File: config.mk
export PLATFORM = sky130hd
export DESIGN_NAME = packed_pixel_to_bgra_converter_unit
export DESIGN_NICKNAME = d
export VERILOG_FILES = /design/src/pbc_pkg.sv /design/src/pbc_front.sv /design/src/pbc_queue.sv /design/src/pbc_back.sv /design/src/packed_pixel_to_bgra_converter_unit.sv
export SDC_FILE = /design/constraint.sdc
export NUM_CORES = 1
export LEC_CHECK = 0
export BUFFER_PORTS_ARGS = -buffer_cell sky130_fd_sc_hd__clkbuf_2
export CAP_MARGIN = 20
export CORE_AREA = 2 2 209 293
export CTS_CLUSTER_DIAMETER = 200
export DETAILED_ROUTE_END_ITERATION = 7
export DIE_AREA = 0 0 211 295
export HOLD_SLACK_MARGIN = 0.03
export SLEW_MARGIN = 20
export SYNTH_ARGS = -nofsm -noshare
export SYNTH_HDL_FRONTEND = slang
export SYNTH_HIERARCHICAL = 1
export SYNTH_SLANG_ARGS = --single-unit
export TNS_END_PERCENT = 10
File: constraint.sdc
create_clock -name i_clk -period 8.8 [get_ports i_clk]
set_clock_uncertainty 0.2 [all_clocks]
set_input_delay 0.88 -clock i_clk [delete_from_list [all_inputs] [get_ports i_clk]]
set_output_delay 0.88 -clock i_clk [all_outputs]
set_load 0.03 [all_outputs]
File: src/pbc_pkg.sv
// Shared types and constants of the packed pixel to BGRA converter.
`default_nettype none

package pbc_pkg;

    typedef enum logic [1:0] {
        FMT_RGB32  = 2'd0,
        FMT_RGB24  = 2'd1,
        FMT_RGB565 = 2'd2,
        FMT_YUYV   = 2'd3
    } t_format;

    localparam logic [1:0] REG_SOURCE_FORMAT = 2'd0;
    localparam logic [1:0] REG_SOURCE_WIDTH  = 2'd1;
    localparam logic [1:0] REG_DEST_WIDTH    = 2'd2;
    localparam logic [1:0] REG_DEST_HEIGHT   = 2'd3;

    localparam int CNT_W = 13;
    localparam int POS_W = 12;
    localparam logic [CNT_W-1:0] ROW_TOP = 13'd8191;

    localparam int QUEUE_DEPTH = 4;
    localparam int QPTR_W      = $clog2(QUEUE_DEPTH);

    localparam int SUM_W = 20;
    localparam logic signed [SUM_W-1:0] K_Y     = 20'sd298;
    localparam logic signed [SUM_W-1:0] K_RV    = 20'sd409;
    localparam logic signed [SUM_W-1:0] K_GU    = 20'sd100;
    localparam logic signed [SUM_W-1:0] K_GV    = 20'sd208;
    localparam logic signed [SUM_W-1:0] K_BU    = 20'sd516;
    localparam logic signed [SUM_W-1:0] Y_OFS   = 20'sd16;
    localparam logic signed [SUM_W-1:0] UV_OFS  = 20'sd128;
    localparam logic signed [SUM_W-1:0] ROUND   = 20'sd128;
    localparam logic [7:0]              CH_MAX  = 8'd255;

    localparam logic [15:0] MASK_B565 = 16'h001F;
    localparam logic [15:0] MASK_G565 = 16'h07E0;
    localparam logic [15:0] MASK_R565 = 16'hF800;

    typedef struct packed {
        t_format          format;
        logic [CNT_W-1:0] source_width;
        logic [CNT_W-1:0] dest_width;
        logic [CNT_W-1:0] dest_height;
    } t_cfg;

    typedef struct packed {
        logic [31:0]      word;
        t_format          format;
        logic [POS_W-1:0] col;
        logic [POS_W-1:0] row;
        logic             emit1;
    } t_entry;

endpackage

`default_nettype wire

File: src/pbc_front.sv
// Front end: accepts source words, keeps the column and row counters, classifies pixels.
`default_nettype none

module pbc_front #(
    parameter int MAX_LINE_PIXELS = 4096,
    parameter int MAX_LINES       = 4096
) (
    input  wire              i_clk,
    input  wire              i_rst_n,
    input  pbc_pkg::t_cfg    i_cfg,
    input  wire              i_valid,
    output logic             o_ready,
    input  wire  [31:0]      i_word,
    input  wire              i_frame_start,
    input  wire              i_full,
    output logic             o_push,
    output pbc_pkg::t_entry  o_entry
);
    import pbc_pkg::*;

    localparam logic [CNT_W:0] DW_CAP = (CNT_W+1)'(MAX_LINE_PIXELS);
    localparam logic [CNT_W:0] DH_CAP = (CNT_W+1)'(MAX_LINES);

    logic [CNT_W-1:0] r_col, n_col;
    logic [CNT_W-1:0] r_row, n_row;
    logic [CNT_W-1:0] col_cur, row_cur;
    logic [CNT_W:0]   dw, dh, col_p1, col_next;
    logic             is_yuyv, row_ok, emit0, emit1, accept, wrap;

    always_comb begin
        dw = ({1'b0, i_cfg.dest_width} < DW_CAP) ? {1'b0, i_cfg.dest_width} : DW_CAP;
        dh = ({1'b0, i_cfg.dest_height} < DH_CAP) ? {1'b0, i_cfg.dest_height} : DH_CAP;
        is_yuyv  = (i_cfg.format == FMT_YUYV);
        col_cur  = i_frame_start ? '0 : r_col;
        row_cur  = i_frame_start ? '0 : r_row;
        row_ok   = ({1'b0, row_cur} < dh);
        col_p1   = {1'b0, col_cur} + (CNT_W+1)'(1);
        emit0    = row_ok && ({1'b0, col_cur} < dw);
        emit1    = is_yuyv && row_ok && (col_p1 < dw);
        col_next = {1'b0, col_cur} + (is_yuyv ? (CNT_W+1)'(2) : (CNT_W+1)'(1));
        wrap     = (col_next >= {1'b0, i_cfg.source_width});
        o_ready  = !i_full;
        accept   = i_valid && !i_full;
        o_push   = accept && (emit0 || emit1);

        n_col = r_col;
        n_row = r_row;
        if (accept) begin
            if (wrap) begin
                n_col = '0;
                n_row = (row_cur < ROW_TOP) ? row_cur + CNT_W'(1) : row_cur;
            end else begin
                n_col = col_next[CNT_W-1:0];
                n_row = row_cur;
            end
        end

        o_entry.word   = i_word;
        o_entry.format = i_cfg.format;
        o_entry.col    = col_cur[POS_W-1:0];
        o_entry.row    = row_cur[POS_W-1:0];
        o_entry.emit1  = emit1;
    end

    always_ff @(posedge i_clk) begin
        if (!i_rst_n) begin
            r_col <= '0;
            r_row <= '0;
        end else begin
            r_col <= n_col;
            r_row <= n_row;
        end
    end

endmodule

`default_nettype wire

File: src/pbc_queue.sv
// Short queue of classified words between the front and back ends.
`default_nettype none

module pbc_queue (
    input  wire              i_clk,
    input  wire              i_rst_n,
    input  wire              i_push,
    input  pbc_pkg::t_entry  i_entry,
    input  wire              i_pop,
    output pbc_pkg::t_entry  o_head,
    output logic             o_empty,
    output logic             o_full
);
    import pbc_pkg::*;

    t_entry            r_mem [QUEUE_DEPTH];
    logic [QPTR_W-1:0] r_wr_ptr, n_wr_ptr;
    logic [QPTR_W-1:0] r_rd_ptr, n_rd_ptr;
    logic [QPTR_W:0]   r_count, n_count;
    logic              do_push, do_pop;

    always_comb begin
        o_empty  = (r_count == '0);
        o_full   = (r_count == (QPTR_W+1)'(QUEUE_DEPTH));
        o_head   = r_mem[r_rd_ptr];
        do_push  = i_push && !o_full;
        do_pop   = i_pop && !o_empty;
        n_wr_ptr = do_push ? r_wr_ptr + QPTR_W'(1) : r_wr_ptr;
        n_rd_ptr = do_pop ? r_rd_ptr + QPTR_W'(1) : r_rd_ptr;
        n_count  = r_count;
        if (do_push && !do_pop) begin
            n_count = r_count + (QPTR_W+1)'(1);
        end else if (do_pop && !do_push) begin
            n_count = r_count - (QPTR_W+1)'(1);
        end
    end

    always_ff @(posedge i_clk) begin
        if (do_push) begin
            r_mem[r_wr_ptr] <= i_entry;
        end
    end

    always_ff @(posedge i_clk) begin
        if (!i_rst_n) begin
            r_wr_ptr <= '0;
            r_rd_ptr <= '0;
            r_count  <= '0;
        end else begin
            r_wr_ptr <= n_wr_ptr;
            r_rd_ptr <= n_rd_ptr;
            r_count  <= n_count;
        end
    end

endmodule

`default_nettype wire

File: src/pbc_back.sv
// Back end: converts queued words to BGRA pixels and holds the output register.
`default_nettype none

module pbc_back (
    input  wire                         i_clk,
    input  wire                         i_rst_n,
    input  pbc_pkg::t_entry             i_head,
    input  wire                         i_empty,
    output logic                        o_pop,
    output logic                        o_valid,
    input  wire                         i_ready,
    output logic [7:0]                  o_blue,
    output logic [7:0]                  o_green,
    output logic [7:0]                  o_red,
    output logic [7:0]                  o_alpha,
    output logic [pbc_pkg::POS_W-1:0]   o_column,
    output logic [pbc_pkg::POS_W-1:0]   o_row,
    output logic                        o_last
);
    import pbc_pkg::*;

    function automatic logic [7:0] clamp_channel(input logic signed [SUM_W-1:0] s);
        logic signed [SUM_W-1:0] v;
        v = s + ROUND;
        if (v < 0) begin
            return 8'd0;
        end else if (v[SUM_W-1:16] != '0) begin
            return CH_MAX;
        end else begin
            return v[15:8];
        end
    endfunction

    logic                    r_phase, n_phase;
    logic                    r_out_valid, n_out_valid;
    logic [7:0]              r_blue, r_green, r_red, r_alpha;
    logic [POS_W-1:0]        r_column, r_row;
    logic                    r_last;
    logic                    can_load, advance, last;
    logic [7:0]              b0, b1, b2, b3, y, pb, pg, pr, pa;
    logic [15:0]             p565;
    logic signed [SUM_W-1:0] c, d, e, yc;

    always_comb begin
        b0   = i_head.word[7:0];
        b1   = i_head.word[15:8];
        b2   = i_head.word[23:16];
        b3   = i_head.word[31:24];
        p565 = i_head.word[15:0];
        y    = r_phase ? b2 : b0;
        c    = $signed({{(SUM_W-8){1'b0}}, y}) - Y_OFS;
        d    = $signed({{(SUM_W-8){1'b0}}, b1}) - UV_OFS;
        e    = $signed({{(SUM_W-8){1'b0}}, b3}) - UV_OFS;
        yc   = K_Y * c;

        pa = CH_MAX;
        case (i_head.format)
            FMT_RGB32: begin
                pb = b0;
                pg = b1;
                pr = b2;
                pa = b3;
            end
            FMT_RGB24: begin
                pb = b0;
                pg = b1;
                pr = b2;
            end
            FMT_RGB565: begin
                pb = 8'((p565 & MASK_B565) << 3);
                pg = 8'((p565 & MASK_G565) >> 3);
                pr = 8'((p565 & MASK_R565) >> 8);
            end
            FMT_YUYV: begin
                pr = clamp_channel(yc + K_RV * e);
                pg = clamp_channel(yc - K_GU * d - K_GV * e);
                pb = clamp_channel(yc + K_BU * d);
            end
            default: begin
                pb = b0;
                pg = b1;
                pr = b2;
            end
        endcase

        last        = r_phase || !i_head.emit1;
        can_load    = !r_out_valid || i_ready;
        advance     = !i_empty && can_load;
        o_pop       = advance && last;
        n_phase     = advance ? !last : r_phase;
        n_out_valid = advance ? 1'b1 : (r_out_valid && !i_ready);

        o_valid  = r_out_valid;
        o_blue   = r_blue;
        o_green  = r_green;
        o_red    = r_red;
        o_alpha  = r_alpha;
        o_column = r_column;
        o_row    = r_row;
        o_last   = r_last;
    end

    always_ff @(posedge i_clk) begin
        if (advance) begin
            r_blue   <= pb;
            r_green  <= pg;
            r_red    <= pr;
            r_alpha  <= pa;
            r_column <= i_head.col + POS_W'(r_phase);
            r_row    <= i_head.row;
            r_last   <= last;
        end
    end

    always_ff @(posedge i_clk) begin
        if (!i_rst_n) begin
            r_phase     <= 1'b0;
            r_out_valid <= 1'b0;
        end else begin
            r_phase     <= n_phase;
            r_out_valid <= n_out_valid;
        end
    end

endmodule

`default_nettype wire

File: src/packed_pixel_to_bgra_converter_unit.sv
// Top level of the packed pixel to BGRA converter: configuration registers and block wiring.
`default_nettype none

// The converter takes one packed source word per transfer and delivers BGRA pixels with their
// destination column and row. A source word is accepted in every cycle while the four-entry
// queue between the front and back ends has room. The single output register delivers one
// pixel per cycle unless m_axis_tready stalls it, so RGB32, RGB24 and RGB565 run at one word
// per cycle and YUYV, two pixels per word, delivers them in turn. A word whose pixels all
// fall outside the destination delivers nothing; the rest pass the queue and output register.
// The user writes configuration only while the block is idle; the block does not enforce it.

module packed_pixel_to_bgra_converter_unit #(
    parameter int MAX_LINE_PIXELS = 4096,
    parameter int MAX_LINES       = 4096
) (
    input  wire         i_clk,
    input  wire         i_rst_n,
    input  wire         i_cfg_we,
    input  wire  [1:0]  i_cfg_index,
    input  wire  [12:0] i_cfg_data,
    input  wire         s_axis_tvalid,
    output logic        s_axis_tready,
    input  wire  [31:0] s_axis_tdata,   // [31:0] source_word
    input  wire         s_axis_tuser,   // [0] frame_start
    output logic        m_axis_tvalid,
    input  wire         m_axis_tready,
    output logic [55:0] m_axis_tdata,   // blue, green, red, alpha, pixel_column, pixel_row
    output logic        m_axis_tlast
);
    import pbc_pkg::*;

    t_cfg             r_cfg;
    t_entry           push_entry, head;
    logic             push, pop, empty, full;
    logic [7:0]       blue, green, red, alpha;
    logic [POS_W-1:0] column, row;

    always_ff @(posedge i_clk) begin
        if (!i_rst_n) begin
            r_cfg.format       <= FMT_RGB32;
            r_cfg.source_width <= 13'd320;
            r_cfg.dest_width   <= 13'd320;
            r_cfg.dest_height  <= 13'd240;
        end else if (i_cfg_we) begin
            case (i_cfg_index)
                REG_SOURCE_FORMAT: r_cfg.format       <= t_format'(i_cfg_data[1:0]);
                REG_SOURCE_WIDTH:  r_cfg.source_width <= i_cfg_data;
                REG_DEST_WIDTH:    r_cfg.dest_width   <= i_cfg_data;
                REG_DEST_HEIGHT:   r_cfg.dest_height  <= i_cfg_data;
                default:           r_cfg              <= r_cfg;
            endcase
        end
    end

    pbc_front #(
        .MAX_LINE_PIXELS (MAX_LINE_PIXELS),
        .MAX_LINES       (MAX_LINES)
    ) u_front (
        .i_clk         (i_clk),
        .i_rst_n       (i_rst_n),
        .i_cfg         (r_cfg),
        .i_valid       (s_axis_tvalid),
        .o_ready       (s_axis_tready),
        .i_word        (s_axis_tdata),
        .i_frame_start (s_axis_tuser),
        .i_full        (full),
        .o_push        (push),
        .o_entry       (push_entry)
    );

    pbc_queue u_queue (
        .i_clk   (i_clk),
        .i_rst_n (i_rst_n),
        .i_push  (push),
        .i_entry (push_entry),
        .i_pop   (pop),
        .o_head  (head),
        .o_empty (empty),
        .o_full  (full)
    );

    pbc_back u_back (
        .i_clk    (i_clk),
        .i_rst_n  (i_rst_n),
        .i_head   (head),
        .i_empty  (empty),
        .o_pop    (pop),
        .o_valid  (m_axis_tvalid),
        .i_ready  (m_axis_tready),
        .o_blue   (blue),
        .o_green  (green),
        .o_red    (red),
        .o_alpha  (alpha),
        .o_column (column),
        .o_row    (row),
        .o_last   (m_axis_tlast)
    );

    assign m_axis_tdata = {row, column, alpha, red, green, blue};

endmodule

`default_nettype wire

### Yosys cells after proc, flatten, opt, wreduce, memory -nomap -nowiden

Memories as Yosys holds them, arrays and structs flattened. A register that Yosys moved wholly into a read port is not among the register bits.
Cells that the tools add are included.

| storage, ports and cells | value |
|---|---|
| register bits | 133 |
| memory bits (writable) | 236 |
| output and inout bits | 59 |
| memories kept | 1 |

| operators by class | value |
|---|---|
| add/subtract/negate cells | 18 |
| multipliers | 5 |
| magnitude comparators | 10 |
| equality and inequality tests | 8 |
| muxes and demuxes | 25 |
| reduce and logical (&&, ||, !) cells | 35 |

Memory list:

| memory | words | width | rd ports | clocked after Yosys merged registers in | wr ports | RTL line | RTL |
|---|---|---|---|---|---|---|---|
| u_queue.r_mem | 4 | 59 | 1 | 1 | 1 | pbc_queue.sv:16 | `t_entry r_mem [QUEUE_DEPTH];` |

Operator list:

| cell | number |
|---|---|
| $mux W13 | 7 |
| $pmux W8 S3 | 3 |
| $add A20 B9 Y20 const B | 3 |
| $lt A20 B1 Y1 const B | 3 |
| $mux W8 | 7 |
| $add A20 B20 Y20 | 2 |
| $sub A20 B20 Y20 | 2 |
| $lt A13 B13 Y1 const B | 3 |
| $lt A13 B14 Y1 | 2 |
| $mul A10 B20 Y20 const A | 1 |
| $mul A5 B20 Y16 const A | 1 |
| $mul A6 B20 Y18 const A | 1 |
| $mul A9 B20 Y18 const A | 1 |
| $mul A9 B20 Y19 const A | 1 |
| $sub A8 B8 Y9 const B | 2 |
| $add A13 B1 Y14 const B | 1 |
| $add A13 B14 Y14 | 1 |
| $ge A14 B13 Y1 | 1 |
| $lt A14 B14 Y1 | 1 |
| $add A13 B1 Y13 const B | 1 |
| $add A12 B1 Y12 | 1 |
| $logic_and A1 B1 Y1 | 12 |
| $reduce_bool A4 Y1 | 3 |
| $eq A2 B2 Y1 const B | 5 |
| other kinds (16) | 36 |

### Logic depth before layout (Yosys ltp)

Gate-level depths: netlist of run 1.

| logic depth | value |
|---|---|
| depth in word-level cells | 12 |
| gate-level depth with buffers | 36 |
| gate-level depth less buffers | 33 |

### Hierarchy

The synthesis of run 1 kept the hierarchy.

Modules (own cells, without submodules):

| module | times used | cells an instance | area an instance (um2) | seq. area each (um2) |
|---|---|---|---|---|
| pbc_back | 1 | 969 | 9526.6 | 1751.7 |
| pbc_queue | 1 | 357 | 8999.9 | 7267.0 |
| pbc_front | 1 | 448 | 3445.8 | 520.5 |
| packed_pixel_to_bgra_converter_unit | 1 | 158 | 1620.3 | 820.8 |

### Worst setup path after synthesis of run 1

Ideal clock, no wire load.

| timing | value |
|---|---|
| path type | register -> register |
| from | reg with a tool-made name |
| to | reg u_back.r_red[5] (netlist: u_back/o_red[5]), data pin |
| library setup time | 0.271 ns |
| data arrival time | 7.999 ns |
| required time | 8.329 ns |
| slack | 0.330 ns |
| cell stages (with the launch flop) | 36 |
| path buffers | 3 |
| clock period less this slack | 8.470 ns |
| cells stage by stage | dfxtp_1 -> buf_6 -> buf_4 -> mux4_2 -> mux2i_1 -> ha_1 -> inv_1 -> ha_1 -> ha_1 -> inv_1 -> fa_1 -> inv_1 -> fa_1 -> inv_1 -> fa_1 -> inv_1 -> ha_1 -> nor2b_1 -> o21ai_0 -> nand2b_1 -> a21o_1 -> a21o_1 -> a31oi_1 -> xnor2_1 -> fa_1 -> ha_1 -> ha_1 -> a21o_1 -> a211oi_1 -> o21ai_0 -> a31oi_1 -> mux2i_1 -> or2_2 -> clkbuf_1 -> a222oi_1 -> o21ai_0 |

RTL lines:

| what | RTL line | RTL |
|---|---|---|
| to (signal assigned) | pbc_back.sv:107 | `r_red <= pr;` |
| to (decl) | pbc_back.sv:36 | `logic [7:0] r_blue, r_green, r_red, r_alpha;` |

==> impl_metrics.csv, run 1 <==
group,metric,value,unit
sta,slew_headroom,0.330,
worst_setup_path,start_kind,"flip-flop",
global_route,grt_usage,0.189,
yosys,synth_nets,2350,
sta,finalSetupViolations,0,
cells_and_area,stdcell_count,2817,
hold_path,hp-class,"flip-flop to flip-flop",
detailed_routing,via_per_inst,5.33,
yosys,synth-main-ff-cell,"edfxtp_1",
clocking,path_clk_slew,0.07,ns
yosys,synthCells,1932,
hold_path,whs_path_depth,2,
worst_setup_path,reg2regPathDepth,29,
worst_setup_path,crit_arrival,8.55,ns
die,dieHeight,295,um
worst_setup_path,path_class,"flip-flop to flip-flop",
sta,hold_viol_final,0,
cells_and_area,drive_above_1_share,0.150,
detailed_routing,postRouteAntennaNets,0,
global_route,antenna_found_initial,5,
die,dieArea,62200,um2
global_route,grt_pass1_wl,89400,um
sta,rsz0062_at_grt,"true",
cells_and_area,areaGrowthSynthToFinish,10.8,%
worst_setup_path,endpoint_kind,"flip-flop",
cells_and_area,fin_nets,2449,
clocking,cts.path.max_buffers,3,
cells_and_area,design_area,26100,um2
placement,gp_congestion,0.957,
clocking,cts_inserted_buffers,38,
die,initial_core_util,0.396,
die,die_w,211,um
clocking,cts_hold_repair.buffers,0,
worst_setup_path,required,8.88,ns
yosys,ys_seq_area_frac,0.439,
worst_setup_path,endpoint,"u_back/o_red[5]$_DFFE_PP_",
die,fp-row-count,106,
clocking,root_buffer,"clkbuf_16",
detailed_routing,drt_first_pass_iters,7,
yosys,synth_edf_count,293,
worst_setup_path,worstReg2RegEnd,"u_back/o_red[5]$_DFFE_PP_",
die,core_area,59500,um2
sta,fmax,0.118,GHz
yosys,synth_warnings,6,
detailed_routing,wl,57900,um
placement,hpwl,45100,um
die,ioPinCount,112,
yosys,synth-seq-cells,371,
global_route,grt_max_degree,76,
detailed_routing,drtIter0Drc,800,
clocking,insertion_delay,0.55,ns
placement,dp_cells,2744,
detailed_routing,wire_per_inst,20.6,um
yosys,ys_async_sr_fraction,0,
worst_setup_path,cp_max_fo,8,
job,drv_cap,0,
clocking,cts_tree,"done",
detailed_routing,drc,0,
global_route,grt_pass1_vias,15700,
worst_setup_path,crit_slowest_cell,"mux4_2",
yosys,syn_area,23600,um2
outcome,status,"complete, no violations",
clocking,htree_levels,2,
detailed_routing,dr_total_vias,15000,
yosys,synth.distinct_cells,89,
placement,io_buffers,111,
sta,drv_slew,0,
sta,fin_crit_sh,0.963,
sta,period_needed,8.47,ns
clocking,cts_num_sinks,371,
sta,worst_slew_pin_slew,1.00,ns
placement,dpl_cell_area,24800,um2
worst_setup_path,crit_path_frequent_cell,"ha_1",
global_route,grt_overflow_total,0,
worst_setup_path,r2r_slack,0.33,ns
worst_setup_path,cp_slowest_stage_delay,0.57,ns
yosys,postSynthAreaPerCell,12.2,um2
layout by cell type (no fill, tap or decap), drive strengths merged, types with 52 or more instances in the layout:
| cell type | Yosys | routed |
|---|---|---|
| mux4 | 59 | 59 |
| a21oi | 73 | 73 |
| nor2 | 52 | 52 |
| xnor2 | 67 | 67 |
| mux2i | 53 | 53 |
| fa | 67 | 67 |
| inv | 204 | 206 |
| clkbuf | 24 | 161 |
| nand2 | 140 | 140 |
| ha | 298 | 298 |
| dfxtp | 78 | 78 |
| edfxtp | 293 | 293 |
state kept, by name, indices dropped and copies added, names as in the netlist, named ones only:
| name | flops |
|---|---|
| u_queue/r_mem | 236 |
| r_cfg | 41 |
| u_front/r_col | 13 |
| u_front/r_row | 13 |
| u_back/o_column | 12 |
| u_back/o_row | 12 |
| u_back/o_alpha | 8 |
| u_back/o_blue | 8 |
| u_back/o_green | 8 |
| u_back/o_red | 8 |
| u_queue/r_count | 3 |
| u_queue/r_rd_ptr | 2 |
| u_queue/r_wr_ptr | 2 |
| u_back/o_last | 1 |
| u_back/o_valid | 1 |
| u_back/r_phase | 1 |
cells in the mapped netlist, types with 24 or more instances:
cell      count  area [um2]
ha_1        298        3730
edfxtp_1    293        8800
inv_1       204         766
nand2_1     139         522
dfxtp_1      78        1560
a21oi_1      72         360
fa_1         67        1340
xnor2_1      67         587
mux4_2       59        1330
mux2i_1      52         521
nor2_1       52         195
nor2b_1      45         282
nand3_1      43         215
buf_4        41         308
o21ai_0      39         195
a21o_1       32         240
xor2_1       32         280
clkbuf_1     24        90.1
layer usage:
metal	share of wire	GRT usage	wire [um]
met5	0.0012	0	69
met4	0.045	0.0824	2580
met3	0.040	0.0294	2300
met2	0.55	0.370	32100
met1	0.36	0.198	20900
layout make-up:
cell class	count	area, um2
Inverter	204	766
Multi-Input combinational cell	1267	12000
Sequential cell	371	10400
Fill cell	5453	33400
Tap cell	756	946
Timing Repair Buffer	149	881
Clock buffer	50	1080
Clock inverter	19	138
Antenna cell	1	2.50
what timing repair did:
action / CTS / global route
endpoints found under the setup margin: 0 / 19
buffers inserted: 0 / 3
gates resized for setup: 0 / 17
worst max-delay path: cells and delay by family, from the launching register on:
kind / cells / cell delay (ns)
flops: 1 / 0.42
xor+xnor: 2 / 0.38
buf+inv: 3 / 0.35
simple gates: 3 / 0.66
compound gates: 9 / 1.52
mux: 3 / 0.93
fa+ha+maj: 9 / 3.73
logic make-up after synthesis:
logic type,Yosys count,share of synthesized area
AOI/OAI and AO/OA,279,0.0809
xor gates and xnor gates,99,0.0368
adders and majority gates,365,0.215
buffers and inverters,294,0.0574
DFF,371,0.439
muxes,114,0.0799
and+or+nand+nor,410,0.0910
how the worst min path moves through the flow:
stage	start	end	slack, ns
2_1_floorplan	u_front/r_col[12]$_SDFFE_PN0P_	u_front/r_col[12]$_SDFFE_PN0P_	0.23
5_1_grt	r_cfg[36]$_SDFFE_PN0P_	r_cfg[36]$_SDFFE_PN0P_	0.28
6_report	u_front/r_col[12]$_SDFFE_PN0P_	u_front/r_col[12]$_SDFFE_PN0P_	0.25
3_5_place_dp	u_front/r_col[12]$_SDFFE_PN0P_	u_front/r_col[12]$_SDFFE_PN0P_	0.25
3_3_place_gp	u_front/r_col[12]$_SDFFE_PN0P_	u_front/r_col[12]$_SDFFE_PN0P_	0.23
4_1_cts	u_front/r_col[12]$_SDFFE_PN0P_	u_front/r_col[12]$_SDFFE_PN0P_	0.26
per-stage QoR:
step,util,hold WS (ns),TNS (ns),setup WS (ns)
after floorplan,-,0.227,0,0.330
after global placement,0.417,0.235,0,0.255
after detailed placement,0.417,0.252,0,0.197
after CTS,0.437,0.260,0,0.130
after global routing,0.439,0.279,-0.00851,-0.00851
final,0.439,0.255,0,0.328
Power of run 1 is not shown: default switching activity piles up to over one toggle a cycle in this logic, so the estimate is an artifact.
==> run 2: changes to the inputs <==
Settings changed: CORE_AREA 2 2 209 293 to 2 2 246 248, DIE_AREA 0 0 211 295 to 0 0 248 250, MAX_ROUTING_LAYER from default to met4.
==> run 2 against run 1 <==
  * Routed wire length down 2.3%
  * First-iteration DRC count up 4.5%
  * Register-to-register slack better by 0.09 ns
  * Non-clock buffer count up 2
  * Die area down 0.39%
  * Final cell count up 1.3%
  * Core utilization up 0.50 points
  * Clock-buffer cell count up 2
==> impl_metrics.csv, run 2 (synthesized netlist as in run 1, its figures left out) <==
group,metric,value,unit
outcome,status,"complete, no violations",
sta,period_needed,8.38,ns
clocking,cts_num_sinks,371,
clocking,htree_levels,2,
detailed_routing,dr_total_vias,15000,
worst_setup_path,crit_path_frequent_cell,"ha_1",
worst_setup_path,endpoint_kind,"flip-flop",
worst_setup_path,start_kind,"flip-flop",
placement,preCtsSetupSlack,0.167,ns
clocking,insertion_delay,0.57,ns
clocking,cts_tree,"done",
die,dieArea,62000,um2
global_route,grt_overflow_total,0,
clocking,cts_hold_repair.buffers,0,
sta,hold_viol_final,0,
detailed_routing,postRouteAntennaNets,0,
clocking,root_buffer,"clkbuf_16",
clocking,cts_inserted_buffers,42,
cells_and_area,fin_nets,2455,
hold_path,whs_path_depth,2,
worst_setup_path,path_class,"flip-flop to flip-flop",
hold_path,min-delay-start,"u_front/r_col[12]$_SDFFE_PN0P_",
global_route,grt_max_degree,76,
cells_and_area,most-common-layout-cells,"ha_1 (294), edfxtp_1 (293), inv_1 (203)",
clocking,cts.path.max_buffers,3,
die,dieHeight,250,um
cells_and_area,drive_above_1_share,0.161,
cells_and_area,final_common_cell,"ha_1",
global_route,grt_usage,0.192,
detailed_routing,wl,56600,um
die,die_w,248,um
detailed_routing,wire_per_inst,19.8,um
cells_and_area,largest_reg_flops,236,
worst_setup_path,r2r_slack,0.42,ns
detailed_routing,drc,0,
global_route,grt_pass1_vias,15600,
global_route,antenna_found_initial,1,
job,drv_cap,0,
sta,slew_headroom,0.320,
sta,setup_ws,0.417,ns
hold_path,hp-class,"flip-flop to flip-flop",
die,core_area,59600,um2
sta,worst_slew_pin_slew,1.02,ns
worst_setup_path,crit_slowest_cell,"mux4_2",
worst_setup_path,cp_max_fo,7,
cells_and_area,final_util,0.444,
detailed_routing,drt_first_pass_iters,5,
die,fp-row-count,90,
worst_setup_path,crit_arrival,8.60,ns
placement,io_buffers,111,
sta,fin_crit_sh,0.953,
cells_and_area,top_register,"u_queue/r_mem",
clocking,path_clk_slew,0.06,ns
sta,drv_slew,0,
detailed_routing,drtIter0Drc,836,
die,initial_core_util,0.396,
die,ioPinCount,112,
worst_setup_path,reg2regPathDepth,35,
cells_and_area,largestRegisters,"u_queue/r_mem (236), r_cfg (41)",
placement,hpwl,43000,um
placement,gp_congestion,0.983,
worst_setup_path,required,9.01,ns
detailed_routing,via_per_inst,5.25,
cells_and_area,areaGrowthSynthToFinish,12.1,%
worst_setup_path,cp_slowest_stage_delay,0.56,ns
global_route,grt_pass1_wl,88400,um
sta,fmax,0.119,GHz
hold_path,holdPathEnd,"u_front/r_col[12]$_SDFFE_PN0P_",
sta,finalSetupViolations,0,
worst_setup_path,worstReg2RegEnd,"u_back/o_green[4]$_DFFE_PP_",
==> run 2: cell count changes in the layout (fill, tap and decap cells not counted), sizes merged <==
cell,previous run,this run
buf,38,40
bufinv,1,4
clkbuf,161,163
clkinv,11,12
clkinvlp,5,4
inv,206,210
==> run 2: worst max path at each step <==
stage                                  end
6_report       u_back/o_green[4]$_DFFE_PP_
5_1_grt          u_back/o_red[1]$_DFFE_PP_
4_1_cts          u_back/o_red[5]$_DFFE_PP_
3_5_place_dp     u_back/o_red[5]$_DFFE_PP_
3_3_place_gp     u_back/o_red[5]$_DFFE_PP_
2_1_floorplan    u_back/o_red[5]$_DFFE_PP_
==> run 2: what timing repair did <==
item                                    CTS  global route
resized for setup                         0            32
setup buffers                             0             9
endpoints found under the setup margin    0            24
hold endpoints to repair                  0             0
==> run 2: worst max-delay path, delay by kind of cell, from the launching register on <==
family | cells | cell delay, ns
fa+ha+maj | 10 | 3.51
compound gates | 8 | 1.72
flops | 1 | 0.42
buf+inv | 8 | 0.85
mux | 3 | 0.83
simple gates | 5 | 0.60
xor+xnor | 1 | 0.11
==> run 2: layout make-up <==
cell class	instances	area, um2
Tap cell	782	978
Clock buffer	52	1130
Inverter	204	766
Multi-Input combinational cell	1267	12100
Antenna cell	1	2.50
Sequential cell	371	10400
Fill cell	5476	33100
Clock inverter	26	287
Timing Repair Buffer	151	863
==> run 2: per-stage QoR <==
step,hold WS [ns],area [um2],std cells,TNS (ns)
6_report,0.252,26400,2854,0
5_1_grt,0.278,26400,2854,-0.0478
4_1_cts,0.258,26200,2844,0
3_5_place_dp,0.249,24800,2766,0
3_3_place_gp,0.238,24800,2766,0
2_1_floorplan,0.227,23600,1932,0
==> run 2: routing by layer <==
metal	vias up	global-route usage	wire length [um]
li1	7219	-	-
met1	7388	0.222	23300
met2	283	0.331	28700
met3	102	0.0308	2300
met4	0	0.0758	2360
met5	-	-	0
Power of run 2 is left out for the same reason.
